File: src/hdl/bsfd_pkg.sv
`timescale 1ns / 1ps
// ----------------------------------------------------------------------------
// bsfd_pkg
// Shared constants and control types of the byte-stuffed frame deframer.
// ----------------------------------------------------------------------------
package bsfd_pkg;

   localparam int FRAME_MAX = 64;
   localparam int ADDR_W    = $clog2(FRAME_MAX);
   localparam int CNT_W     = $clog2(FRAME_MAX + 1);
   localparam int BYTE_W    = 8;
   localparam int CSR_IDX_W = 2;

   // register indexes of the configuration port
   localparam logic [CSR_IDX_W-1:0] CSR_FLAG_BYTE   = 2'd0;
   localparam logic [CSR_IDX_W-1:0] CSR_ESCAPE_BYTE = 2'd1;
   localparam logic [CSR_IDX_W-1:0] CSR_ESCAPE_MASK = 2'd2;

   localparam logic [BYTE_W-1:0] FLAG_RESET   = 8'd126;
   localparam logic [BYTE_W-1:0] ESCAPE_RESET = 8'd125;
   localparam logic [BYTE_W-1:0] MASK_RESET   = 8'd32;

   // commands from the controller to the datapath
   typedef struct packed {
      logic store_en;    // write the received byte at the fill address
      logic store_esc;   // XOR the escape mask onto the stored byte
      logic fill_clear;  // drop the current frame contents
      logic close;       // latch the frame length, clear fill, rewind read index
      logic rd_en;       // read the store at the read index
      logic rd_adv;      // step the read index
   } cmd_type;

   // status from the datapath to the controller
   typedef struct packed {
      logic is_flag;
      logic is_esc;
      logic fill_full;
      logic fill_zero;
      logic rd_last;
   } status_type;

endpackage

File: src/hdl/bsfd_dp.sv
`timescale 1ns / 1ps
// ----------------------------------------------------------------------------
// bsfd_dp
// Datapath: configuration registers, fill counter, frame store, read side.
// ----------------------------------------------------------------------------
module bsfd_dp
   import bsfd_pkg::*;
(
   input  logic                 clock,
   input  logic                 reset,
   input  logic                 csr_we,
   input  logic [CSR_IDX_W-1:0] csr_index,
   input  logic [BYTE_W-1:0]    csr_wdata,
   input  logic [BYTE_W-1:0]    rx_byte,
   input  cmd_type              cmd,
   output status_type           status,
   output logic [BYTE_W-1:0]    frame_byte,
   output logic [CNT_W-1:0]     frame_length
);

   logic [BYTE_W-1:0] flag_ff, flag_in;
   logic [BYTE_W-1:0] esc_ff, esc_in;
   logic [BYTE_W-1:0] mask_ff, mask_in;
   logic [CNT_W-1:0]  fill_ff, fill_in;
   logic [CNT_W-1:0]  len_ff, len_in;
   logic [ADDR_W-1:0] rd_idx_ff, rd_idx_in;
   logic [BYTE_W-1:0] rd_data_ff;
   logic [BYTE_W-1:0] wr_data;
   logic [CNT_W-1:0]  rd_next;

   logic [BYTE_W-1:0] store_mem [FRAME_MAX];

   always_comb begin
      flag_in = flag_ff;
      esc_in  = esc_ff;
      mask_in = mask_ff;
      if (csr_we) begin
         case (csr_index)
            CSR_FLAG_BYTE:   flag_in = csr_wdata;
            CSR_ESCAPE_BYTE: esc_in  = csr_wdata;
            CSR_ESCAPE_MASK: mask_in = csr_wdata;
            default: ;
         endcase
      end
   end

   always_comb begin
      fill_in = fill_ff;
      if (cmd.store_en) begin
         fill_in = fill_ff + CNT_W'(1);
      end else if (cmd.fill_clear || cmd.close) begin
         fill_in = '0;
      end
   end

   assign len_in    = cmd.close ? fill_ff : len_ff;
   assign rd_idx_in = cmd.close  ? '0 :
                      cmd.rd_adv ? rd_idx_ff + ADDR_W'(1) : rd_idx_ff;
   assign wr_data   = cmd.store_esc ? (rx_byte ^ mask_ff) : rx_byte;
   assign rd_next   = {1'b0, rd_idx_ff} + CNT_W'(1);

   always_ff @(posedge clock) begin
      if (reset) begin
         flag_ff <= FLAG_RESET;
         esc_ff  <= ESCAPE_RESET;
         mask_ff <= MASK_RESET;
         fill_ff <= '0;
      end else begin
         flag_ff <= flag_in;
         esc_ff  <= esc_in;
         mask_ff <= mask_in;
         fill_ff <= fill_in;
      end
   end

   always_ff @(posedge clock) begin
      len_ff    <= len_in;
      rd_idx_ff <= rd_idx_in;
   end

   always_ff @(posedge clock) begin
      if (cmd.store_en) begin
         store_mem[fill_ff[ADDR_W-1:0]] <= wr_data;
      end
      if (cmd.rd_en) begin
         rd_data_ff <= store_mem[rd_idx_ff];
      end
   end

   assign status.is_flag   = (rx_byte == flag_ff);
   assign status.is_esc    = (rx_byte == esc_ff);
   assign status.fill_full = (fill_ff >= CNT_W'(FRAME_MAX));
   assign status.fill_zero = (fill_ff == '0);
   assign status.rd_last   = (rd_next == len_ff);

   assign frame_byte   = rd_data_ff;
   assign frame_length = len_ff;

endmodule

File: src/hdl/bsfd_ctrl.sv
`timescale 1ns / 1ps
// ----------------------------------------------------------------------------
// bsfd_ctrl
// Controller: parser mode and the accept / read / show sequencer.
// ----------------------------------------------------------------------------
module bsfd_ctrl
   import bsfd_pkg::*;
(
   input  logic       clock,
   input  logic       reset,
   input  logic       in_valid,
   output logic       in_ready,
   output logic       out_valid,
   input  logic       out_ready,
   input  status_type status,
   output cmd_type    cmd
);

   localparam logic [1:0] ST_IDLE = 2'd0;
   localparam logic [1:0] ST_READ = 2'd1;
   localparam logic [1:0] ST_SHOW = 2'd2;

   localparam logic [1:0] MODE_HUNT  = 2'd0;
   localparam logic [1:0] MODE_FRAME = 2'd1;
   localparam logic [1:0] MODE_ESC   = 2'd2;

   logic [1:0] state_ff, state_in;
   logic [1:0] mode_ff, mode_in;
   logic [1:0] eff_mode;
   logic       accept;

   assign in_ready  = (state_ff == ST_IDLE);
   assign out_valid = (state_ff == ST_SHOW);
   assign accept    = in_valid && in_ready;
   // a full store drops the frame before the byte is looked at
   assign eff_mode  = status.fill_full ? MODE_HUNT : mode_ff;

   always_comb begin
      state_in = state_ff;
      mode_in  = mode_ff;
      cmd      = '0;
      case (state_ff)
         ST_IDLE: begin
            if (accept) begin
               cmd.fill_clear = status.fill_full;
               case (eff_mode)
                  MODE_ESC: begin
                     cmd.store_en  = 1'b1;
                     cmd.store_esc = 1'b1;
                     mode_in       = MODE_FRAME;
                  end
                  MODE_FRAME: begin
                     if (status.is_esc) begin
                        mode_in = MODE_ESC;
                     end else if (status.is_flag) begin
                        if (!status.fill_zero) begin
                           cmd.close = 1'b1;
                           mode_in   = MODE_HUNT;
                           state_in  = ST_READ;
                        end
                     end else begin
                        cmd.store_en = 1'b1;
                     end
                  end
                  default: begin
                     mode_in = status.is_flag ? MODE_FRAME : MODE_HUNT;
                     if (status.is_flag) begin
                        cmd.fill_clear = 1'b1;
                     end
                  end
               endcase
            end
         end
         ST_READ: begin
            cmd.rd_en = 1'b1;
            state_in  = ST_SHOW;
         end
         ST_SHOW: begin
            if (out_ready) begin
               if (status.rd_last) begin
                  state_in = ST_IDLE;
               end else begin
                  cmd.rd_adv = 1'b1;
                  state_in   = ST_READ;
               end
            end
         end
         default: begin
            state_in = ST_IDLE;
         end
      endcase
   end

   always_ff @(posedge clock) begin
      if (reset) begin
         state_ff <= ST_IDLE;
         mode_ff  <= MODE_HUNT;
      end else begin
         state_ff <= state_in;
         mode_ff  <= mode_in;
      end
   end

endmodule

File: src/hdl/byte_stuffed_frame_deframer_top.sv
`timescale 1ns / 1ps
// ----------------------------------------------------------------------------
// byte_stuffed_frame_deframer_top
// Recovers flag-delimited, escape-stuffed frames from a stream of raw bytes.
// ----------------------------------------------------------------------------
// A byte that does not close a frame leaves the block ready for the next byte.
// A closing flag starts the read-out: each word is first read from the store
// (READ), then shown (SHOW), and the input is held until the last word of the
// frame has been taken, output stalls included.
// Reset (synchronous, active high) returns the parser to hunting, empties the
// frame and restores the default flag, escape and mask; store contents stay.
// ----------------------------------------------------------------------------
module byte_stuffed_frame_deframer_top
   import bsfd_pkg::*;
(
   input  logic                 clock,
   input  logic                 reset,
   // received bytes
   input  logic                 req_tvalid,
   output logic                 req_tready,
   input  logic [7:0]           req_tdata,   // [7:0] rx_byte
   // decoded frame words
   output logic                 rsp_tvalid,
   input  logic                 rsp_tready,
   output logic [15:0]          rsp_tdata,   // [7:0] frame_byte, [14:8] frame_length
   output logic                 rsp_tlast,   // frame_last
   // configuration writes
   input  logic                 csr_we,
   input  logic [CSR_IDX_W-1:0] csr_index,
   input  logic [BYTE_W-1:0]    csr_wdata
);

   cmd_type           cmd;
   status_type        status;
   logic [BYTE_W-1:0] frame_byte;
   logic [CNT_W-1:0]  frame_length;

   // sequencer: parser mode, accept and read-out control
   bsfd_ctrl u_ctrl (
      .clock     (clock),
      .reset     (reset),
      .in_valid  (req_tvalid),
      .in_ready  (req_tready),
      .out_valid (rsp_tvalid),
      .out_ready (rsp_tready),
      .status    (status),
      .cmd       (cmd)
   );

   // registers, fill counter and the frame store
   bsfd_dp u_dp (
      .clock        (clock),
      .reset        (reset),
      .csr_we       (csr_we),
      .csr_index    (csr_index),
      .csr_wdata    (csr_wdata),
      .rx_byte      (req_tdata),
      .cmd          (cmd),
      .status       (status),
      .frame_byte   (frame_byte),
      .frame_length (frame_length)
   );

   // pack the word; the top bit pads to a whole byte
   assign rsp_tdata = {1'b0, frame_length, frame_byte};
   assign rsp_tlast = status.rd_last;

endmodule

File: config.mk
export PLATFORM = sky130hd
export DESIGN_NAME = byte_stuffed_frame_deframer_top
export DESIGN_NICKNAME = d
export VERILOG_FILES = /design/src/hdl/bsfd_pkg.sv /design/src/hdl/bsfd_dp.sv /design/src/hdl/bsfd_ctrl.sv /design/src/hdl/byte_stuffed_frame_deframer_top.sv
export SDC_FILE = /design/constraint.sdc
export NUM_CORES = 1
export LEC_CHECK = 0
export BUFFER_PORTS_ARGS = -buffer_cell sky130_fd_sc_hd__buf_2
export CORE_UTILIZATION = 50
export CTS_CLUSTER_SIZE = 28
export DETAILED_ROUTE_END_ITERATION = 6
export GPL_ROUTABILITY_DRIVEN = 0
export GPL_TIMING_DRIVEN = 0
export PLACE_DENSITY = 0.72
export SLEW_MARGIN = 20
export SYNTH_ARGS = -nofsm -noshare
export SYNTH_HDL_FRONTEND = slang
export SYNTH_SLANG_ARGS = --single-unit
File: constraint.sdc
create_clock -name clock -period 5.2 [get_ports clock]
set_input_delay 1.04 -clock clock [delete_from_list [all_inputs] [get_ports clock]]
set_output_delay 1.04 -clock clock [all_outputs]
set_load 0.1 [all_outputs]
### Yosys cells after proc, flatten, opt, wreduce, memory -nomap -nowiden

Memory sizes are Yosys's and may differ from the RTL's. A register that Yosys moved wholly into a read port is not among the register bits.
Cells that the tools add are included.

* bits in registers: 48
* memory bits (writable): 512
* bits of input ports: 23
* output and inout bits: 19
* logic and storage cells: 78
* memories kept: 1

Memories
* u_dp.store_mem: words 64, bits a word 8, rd ports 1, clocked after memory_dff 1, write ports 1, RTL line bsfd_dp.sv:31 `logic [BYTE_W-1:0] store_mem [FRAME_MAX];`

* add/sub/neg operators: 3
* $lt $le $gt $ge: 1
* eq/ne operators: 17
* muxes and demuxes: 35
* bitwise logic cells: 1
* reduce and logical (&&, ||, !) cells: 12

Operators by type and width (number)
* 2-bit 2-to-1 mux: 10
* 1-bit 2-to-1 mux: 17
* 8-bit == test: 2
* 7-bit 2-to-1 mux: 2
* 2-bit != test (second input constant): 5
* 4-bit 2-to-1 mux: 2
* 8-bit 2-to-1 mux: 1
* 8-bit XOR: 1
* 6-bit by 1-bit adder with 7-bit output (second input constant): 1
* 7-bit by 1-bit adder with 7-bit output (second input constant): 1
* 7-bit == test: 1
* 7-bit >= comparator (second input constant): 1
* 7-bit zero test: 1
* 6-bit by 1-bit adder with 6-bit output (second input constant): 1
* 2-bit by 1-bit == test with 1-bit output (second input constant): 3
* 2-bit == test (second input constant): 3
* 2-bit case mux with 3 select lines: 1
* 2-bit AND reduction: 3
* 6-bit AND reduction: 1
* 2-bit zero test: 2
* 2-bit case mux with 2 select lines: 1
* 4-bit AND reduction: 1
* 3-bit by 2-bit != test with 1-bit output (second input constant): 1
* 3-bit != test (second input constant): 1
* 6 further kinds: 6

### Longest topological paths before layout

Gate-level depths: netlist (run 1).

* depth in word-level cells: 10
* mapped depth: 9
* depth with buffers taken out: 8

### Modules after synthesis

Synthesis (run 1) repeated with hierarchy kept, for this count alone.

* cell total of the unflattened synthesis: 1207
* area total of the unflattened synthesis: 22580.4 um^2

By module, submodules not included
* bsfd_dp: times used 1, cells each 1160, area each 22225.1 um^2, sequential area each 16565.9 um^2
* bsfd_ctrl: times used 1, cells each 45, area each 344.1 um^2, sequential area each 80.1 um^2
* byte_stuffed_frame_deframer_top: times used 1, cells each 2, area each 11.3 um^2, sequential area each 0.0 um^2

### Worst setup path after synthesis (run 1)

Ideal clock, no wire load.

* path kind: register -> output
* start point: reg u_dp.len_ff[5] (netlist: u_dp.frame_length[5])
* end point: out rsp_tlast
* arrival time: 3.936 ns
* data required time: 4.160 ns
* setup slack: 0.224 ns
* stages on the path, launching flop included: 4
* buffers on the path: 0
* path through: edfxtp_1 > or3_1 > a211o_1 > a211oi_1

* word-level cells in the longest chain between the ends: 1

RTL lines
* from (decl): RTL line bsfd_dp.sv:25 `logic [CNT_W-1:0] len_ff, len_in;`
* from (signal assigned): RTL line bsfd_dp.sv:77 `len_ff <= len_in;`
* 7-bit == test: RTL line bsfd_dp.sv:94 `assign status.rd_last = (rd_next == len_ff);`
* to (decl): RTL line byte_stuffed_frame_deframer_top.sv:26 `output logic rsp_tlast,`

No other way between the ends.

### Worst setup path after layout (run 1)

* start point: reg u_dp.fill_ff[6]
* end point: mem u_dp.store_mem[51][0], enable pin

* word-level cells in the longest chain between the ends: 8
* elaborated cells between the ends (all ways): 9
* those cells by class: 1 x order compare; 2 x eq/ne; 6 x mux

RTL lines
* from (decl): RTL line bsfd_dp.sv:24 `logic [CNT_W-1:0] fill_ff, fill_in;`
* from (signal assigned): RTL line bsfd_dp.sv:72 `fill_ff <= fill_in;`
* 7-bit >= comparator *: RTL line bsfd_dp.sv:92 `assign status.fill_full = (fill_ff >= CNT_W'(FRAME_MAX));`
* 2-bit 2-to-1 mux *: RTL line bsfd_ctrl.sv:36 `assign eff_mode = status.fill_full ? MODE_HUNT : mode_ff;`
* 2-bit by 1-bit == test with 1-bit output or 2-bit == test (tied branches): RTL line bsfd_ctrl.sv:46 `case (eff_mode)`
* 1-bit case mux with 2 select lines *: RTL line bsfd_ctrl.sv:46
* 4-bit 2-to-1 mux *: RTL line bsfd_ctrl.sv:44 `if (accept) begin`
* 4-bit 2-to-1 mux *: RTL line bsfd_ctrl.sv:42 `case (state_ff)`
* 1-bit 2-to-1 mux *: RTL line bsfd_dp.sv:82 `if (cmd.store_en) begin`
* 1-bit 2-to-1 mux (implied by the code) *: RTL line bsfd_dp.sv:83 `store_mem[fill_ff[ADDR_W-1:0]] <= wr_data;`
* to (decl): RTL line bsfd_dp.sv:31

Mark *: on every way between the ends. The rest lies on a longest branch, timed or not.

==> flow_summary.ini, run 1 <==
[synth]
synth_top_area_share_pct = 70.22
synth_commonest_cells = edfxtp_1, mux4_2, nor2_1
synth-warning-count = 0
synth.distinct_cells = 54
synthCells = 1118
synthFlopType = edfxtp_1
synthTopCellsByArea = edfxtp_1, mux4_2, dfxtp_1
yosysMostFrequentCell = edfxtp_1
netlist_area_sq_um = 22540
ys_seq_area_share_pct = 73.87
synth.ff_latch_count = 568
synth_nets = 1146
synthArstFlopShare_pct = 0
synth_top_area_cell = edfxtp_1
synth-edff-count = 527
synth_area_per_cell_sq_um = 20.16

[hold_path]
holdCritPathClass = reg -> reg
hold_depth = 0

[placed_design]
place_hpwl_um = 33860
dp_worst_setup_slack_ns = 0.5872
portBuffers = 40

[sta]
period_share_pct = 79.74
finalSetupViolCount = 0
rsz0062_at_grt = no
tightest_slew_ns = 1.099
relSlewSlack_pct = 26.71
hold_ws_ns = 0.4500
period_minus_slack_ns = 4.147
final-hold-violation-count = 0
finalClockSkew_ns = 0.01067
finalWorstSetupSlack_ns = 1.053
fmax_ghz = 0.2412
drv_slew = 0

[finish]
syn2layout_area_growth_pct = 13.06
layout-drive-gt1-share_pct = 26.31
n_antenna_cell = 0
fillers = 3302
fin_nets = 1268
finalCoreUtilization_pct = 57.49

[cts]
cts_root_buf = clkbuf_16
clk_path_buf_depth = 3
cts_resized = 0
cts_tree = yes
ctsHtreeMaxLevel = 2
cts.clk_slew.worst_paths_ns = 0.06
post_cts_buffers = 0
insertion_delay_ns = 0.60
hold_buffers = 0
numCtsBuffers = 55
cts_sinks = 568

[global_routing]
antenna_found_initial = 0
grt-ovfl-total = 0
grt_pass1_vias = 11590
grt_pass1_wl_um = 75410
grt_util_all_layers_pct = 22.61
grt_max_degree = 24

[run_status]
run_status = completed

[worst_setup_path]
worst_setup_path_start_kind = flip-flop
path_depth = 8
critical_path.max_stage_delay_ns = 1.08
critPathCaptureType = flip-flop
path_buf_inv = 2
path_cells = nand2b_1, ha_1, and2_1, clkbuf_1, a21o_1, clkbuf_1, nand4_1, nor2_1
crit_type = reg -> reg
cpLargestDelayFamily = simple AND/OR/NAND/NOR gates
rr_worst_depth = 8
crit_required_ns = 5.41
cp.arrival_ns = 4.36
cp_slowest_cell = nor2_1
crit_top_cell = clkbuf_1
path_max_fanout = 10

[pwr]
power_leakage_uw = 0.007889
power_density_nw_per_um2 = 347.8
ir_drop_v = 0.0002419

[die]
die_h_um = 214.3
die_w_um = 214.3
die-area_sq_um = 45920
ioPinCount = 42
fp-row-count = 77
design.core.area_sq_um = 44320
start_util_pct = 50.85

[detailed_routing]
drc_errors = 0
dr.pass1.iters = 6
viasPerCell = 6.109
wl_um = 50830
dr_total_vias = 11440
drt_iter0_markers = 1162
final_antenna_net_count = 0
wire_per_inst_um = 27.14

[flow_run]
max_cap_viol_count = 0
==> final timing paths <==
path	slack, ns	startpoint	to
hold reg to reg	0.45	u_dp.fill_ff[5]	u_dp.frame_length[5]
setup / recovery	1.05	u_dp.fill_ff[6]	u_dp.store_mem[51][0]
setup reg to reg	1.05	u_dp.fill_ff[6]	u_dp.store_mem[51][0]
hold / removal	0.45	u_dp.fill_ff[5]	u_dp.frame_length[5]
==> cell usage in the layout, fill, tap and decap left out, types with 3 or more instances in the layout <==
master and instances:
a211o_1 8, a21o_1 4, a21oi_1 10, a22oi_1 15, a31oi_1 5, and2_1 3, buf_1 7, buf_2 58
buf_4 4, buf_6 21, buf_8 4, clkbuf_1 52, clkbuf_16 57, clkinv_1 7, clkinv_2 5, dfxtp_1 41
edfxtp_1 527, ha_1 5, inv_1 10, mux2i_1 12, mux4_2 161, nand2_1 43, nand2b_1 7, nand3_1 12
nand3b_1 10, nand4_1 4, nor2_1 91, nor2b_1 11, nor3b_1 3, nor4_1 3, o211ai_1 3, o2bb2ai_1 3
o31ai_1 3, or3_1 3, xnor2_1 6, xnor2_2 8, xor2_1 19
==> report_power, final <==
group / leakage [uW] / internal, uW / switching [uW] / total (uW)
Combinational: 0.00203 / 53.1 / 114 / 167
Sequential: 0.00507 / 4990 / 5.46 / 5000
Clock: 0.000789 / 2080 / 1610 / 3700
Total: 0.00789 / 7130 / 1730 / 8860
==> cells by family after synthesis <==
| family | after synthesis | synth area share [%] |
|---|---|---|
| xor gates and xnor gates | 33 | 1.283 |
| and+or+nand+nor | 203 | 4.336 |
| muxes | 173 | 16.62 |
| other | 1 | 0.01664 |
| adders and majority gates | 5 | 0.2776 |
| DFF | 568 | 73.87 |
| AOI/OAI and AO/OA | 66 | 2.282 |
| buffers and inverters | 69 | 1.316 |
==> layer usage <==
layer	wire (um)	vias up	track usage, %
li1	-	4812	-
met1	19880	5988	30.75
met2	24960	561	36.48
met3	4762	82	5.319
met4	1237	0	7.071
met5	0	-	0
==> layout make-up <==
type                       instances  area (sq um)  share of cell area (%)
sequential                       568         16650                   65.33
multi-input combinational        481          5655                   22.20
clock buffer                      82          1540                   6.045
tap                              592         740.7                   2.907
timing repair buffer              65         496.7                   1.950
buffer                            59         260.3                   1.021
clock inverter                    16         101.3                  0.3978
inverter                          10         37.54                  0.1473
==> through the flow <==
| stage | cell area, sq um | std cells | total power (uW) | TNS, ns |
|---|---|---|---|---|
| after floorplan | 22540 | 1118 | 5180 | 0 |
| after global placement | 23480 | 1750 | 5238 | -616.40 |
| after detailed placement | 23840 | 1775 | 5262 | 0 |
| after CTS | 25480 | 1873 | 8885 | 0 |
| after global routing | 25480 | 1873 | 9064 | 0 |
| final | 25480 | 1873 | 8861 | 0 |
==> sequential cells by signal, summed over array words and instances (netlist names) <==
| name | cells |
|---|---|
| u_ctrl.mode_ff | 2 |
| u_ctrl.state_ff | 2 |
| u_dp.esc_ff | 8 |
| u_dp.fill_ff | 7 |
| u_dp.flag_ff | 8 |
| u_dp.frame_byte | 8 |
| u_dp.frame_length | 7 |
| u_dp.mask_ff | 8 |
| u_dp.rd_idx_ff | 6 |
| u_dp.store_mem | 512 |
No activity file was read; power rests on OpenSTA's default activity.
==> run 2, diff against run 1 <==
==> constraint.sdc (replaced) <==
create_clock -name clock -period 4 [get_ports clock]
set_input_delay 0.8 -clock clock [delete_from_list [all_inputs] [get_ports clock]]
set_output_delay 0.8 -clock clock [all_outputs]
set_load 0.1 [all_outputs]
==> run 2 against run 1 <==
Against the previous run: the flow now finishes with violations (setup timing); largest power group unchanged; combinational power is 32% higher; clock-buffer cell count is 13 lower; critical path depth stayed put; critical path type unchanged.
==> flow_summary.ini, run 2 (synthesis gave the netlist of run 1 again) <==
[finish]
largest_reg_flops = 512
fin_nets = 1270
layout.cells.non_filler = 1881
fillers = 3272
layout-drive-gt1-share_pct = 27.39
syn2layout_area_growth_pct = 13.53
final_common_cell = edfxtp_1
n_antenna_cell = 0
layout_common_cells = edfxtp_1, mux4_2, nor2_1
stdcell_area_sq_um = 25580

[worst_setup_path]
critical_path.max_stage_delay_ns = 1.00
cp.arrival_ns = 4.26
critPathCaptureType = flip-flop
crit_required_ns = 4.22
cp_slowest_cell = nor2_1
path_buf_inv = 1
cpLargestDelayFamily = simple AND/OR/NAND/NOR gates
path_max_fanout = 10
crit_type = reg -> reg
worst_setup_path_start_kind = flip-flop
path_cells = nand2b_1, ha_1, nand2_1, a21oi_1, a21o_1, clkbuf_1, nand4_1, nor2_1

[global_routing]
grt_pass1_wl_um = 76050
grt-ovfl-total = 0
antenna_found_initial = 0
grt_pass1_vias = 11480
grt_max_degree = 23
grt_util_all_layers_pct = 23.01

[cts]
ctsHtreeMaxLevel = 2
cts_sinks = 568
insertion_delay_ns = 0.62
hold_buffers = 0
cts.clk_slew.worst_paths_ns = 0.06
cts_tree = yes
numCtsBuffers = 56
clk_path_buf_depth = 3
cts_root_buf = clkbuf_16

[sta]
period_share_pct = 101.0
fmax_ghz = 0.2475
finalClockSkew_ns = 0.02771
period_minus_slack_ns = 4.040
drv_slew = 0
finalWorstSetupSlack_ns = -0.03968
rsz0062_at_grt = yes
hold_ws_ns = 0.4430
relSlewSlack_pct = 31.34
finalSetupViolCount = 15
final-hold-violation-count = 0
tightest_slew_ns = 1.030

[detailed_routing]
viasPerCell = 6.151
dr_total_vias = 11570
final_antenna_net_count = 0
dr.pass1.iters = 5
drc_errors = 0
wl_um = 52010
wire_per_inst_um = 27.65
drt_iter0_markers = 1368

[die]
die_w_um = 214.3
die_h_um = 214.3
die-area_sq_um = 45920
design.core.area_sq_um = 44320
start_util_pct = 50.85
fp-row-count = 77
ioPinCount = 42

[placed_design]
placedCellCount = 1776
placed_area_sq_um = 23850
place_hpwl_um = 34920
portBuffers = 40

[flow_run]
max_cap_viol_count = 0

[pwr]
ir_drop_v = 0.0003810
power_density_nw_per_um2 = 458.0
power_leakage_uw = 0.007951

[run_status]
violations = setup timing
run_status = finished, violations left

[hold_path]
holdCritPathClass = in -> reg
## run 2: cell types whose count changed in the layout (fill, tap and decap cells not counted), moves of 4 or more
cell / previous run / this run
nor2_1: 91 / 87
clkbuf_1: 52 / 41
clkinv_2: 5 / 13
nor2_2: 0 / 4
clkinv_1: 7 / 15
## run 2: repair_timing
action                                  4_1_cts  5_1_grt
buffers inserted                              0        0
resized for setup                             0        4
endpoints found under the setup margin        0       94
## run 2: cell type report
| class | count | area, sq um | share of cell area [%] |
|---|---|---|---|
| repair buffers | 66 | 504.2 | 1.971 |
| flip-flops and latches | 568 | 16650 | 65.07 |
| well taps | 592 | 740.7 | 2.895 |
| plain buffers | 59 | 260.3 | 1.017 |
| inverters | 10 | 37.54 | 0.1467 |
| clock inverters | 36 | 252.7 | 0.9879 |
| clock buffers | 69 | 1471 | 5.751 |
| multi-input cells | 481 | 5670 | 22.16 |
## run 2: metrics by stage
step / power, uW / util (%) / setup TNS, ns / setup slack [ns]
2_1_floorplan: 6734 / - / 0 / 0.03783
3_3_place_gp: 6813 / 52.98 / -1148.53 / -2.534
3_5_place_dp: 6842 / 53.81 / -22.16 / -0.2498
4_1_cts: 11750 / 57.70 / 0 / 0.08906
5_1_grt: 11980 / 57.73 / -5.344 / -0.1867
6_report: 11720 / 57.73 / -0.2735 / -0.03968
## run 2: final timing paths
kind / cells past startpoint / endpoint / startpoint / slack [ns]
setup / recovery: 8 / u_dp.store_mem[3][0] / u_dp.fill_ff[6] / -0.04
hold / removal: 2 / u_dp.flag_ff[1] / csr_wdata[1] / 0.44
setup reg to reg: 8 / u_dp.store_mem[3][0] / u_dp.fill_ff[6] / -0.04
hold reg to reg: 0 / u_dp.frame_length[4] / u_dp.fill_ff[4] / 0.47
## run 2: where the power goes
part           internal (uW)  switching, uW
combinational           69.6            151
clock                   2800           2200
sequential              6490           7.07
## run 2: routing by layer
metal / GRT usage [%] / up-vias / part of all wire, %
li1: - / 4830 / -
met1: 32.61 / 6012 / 40
met2: 36.03 / 628 / 48
met3: 4.865 / 100 / 9.5
met4: 7.500 / 0 / 2.9
met5: 0 / - / 0
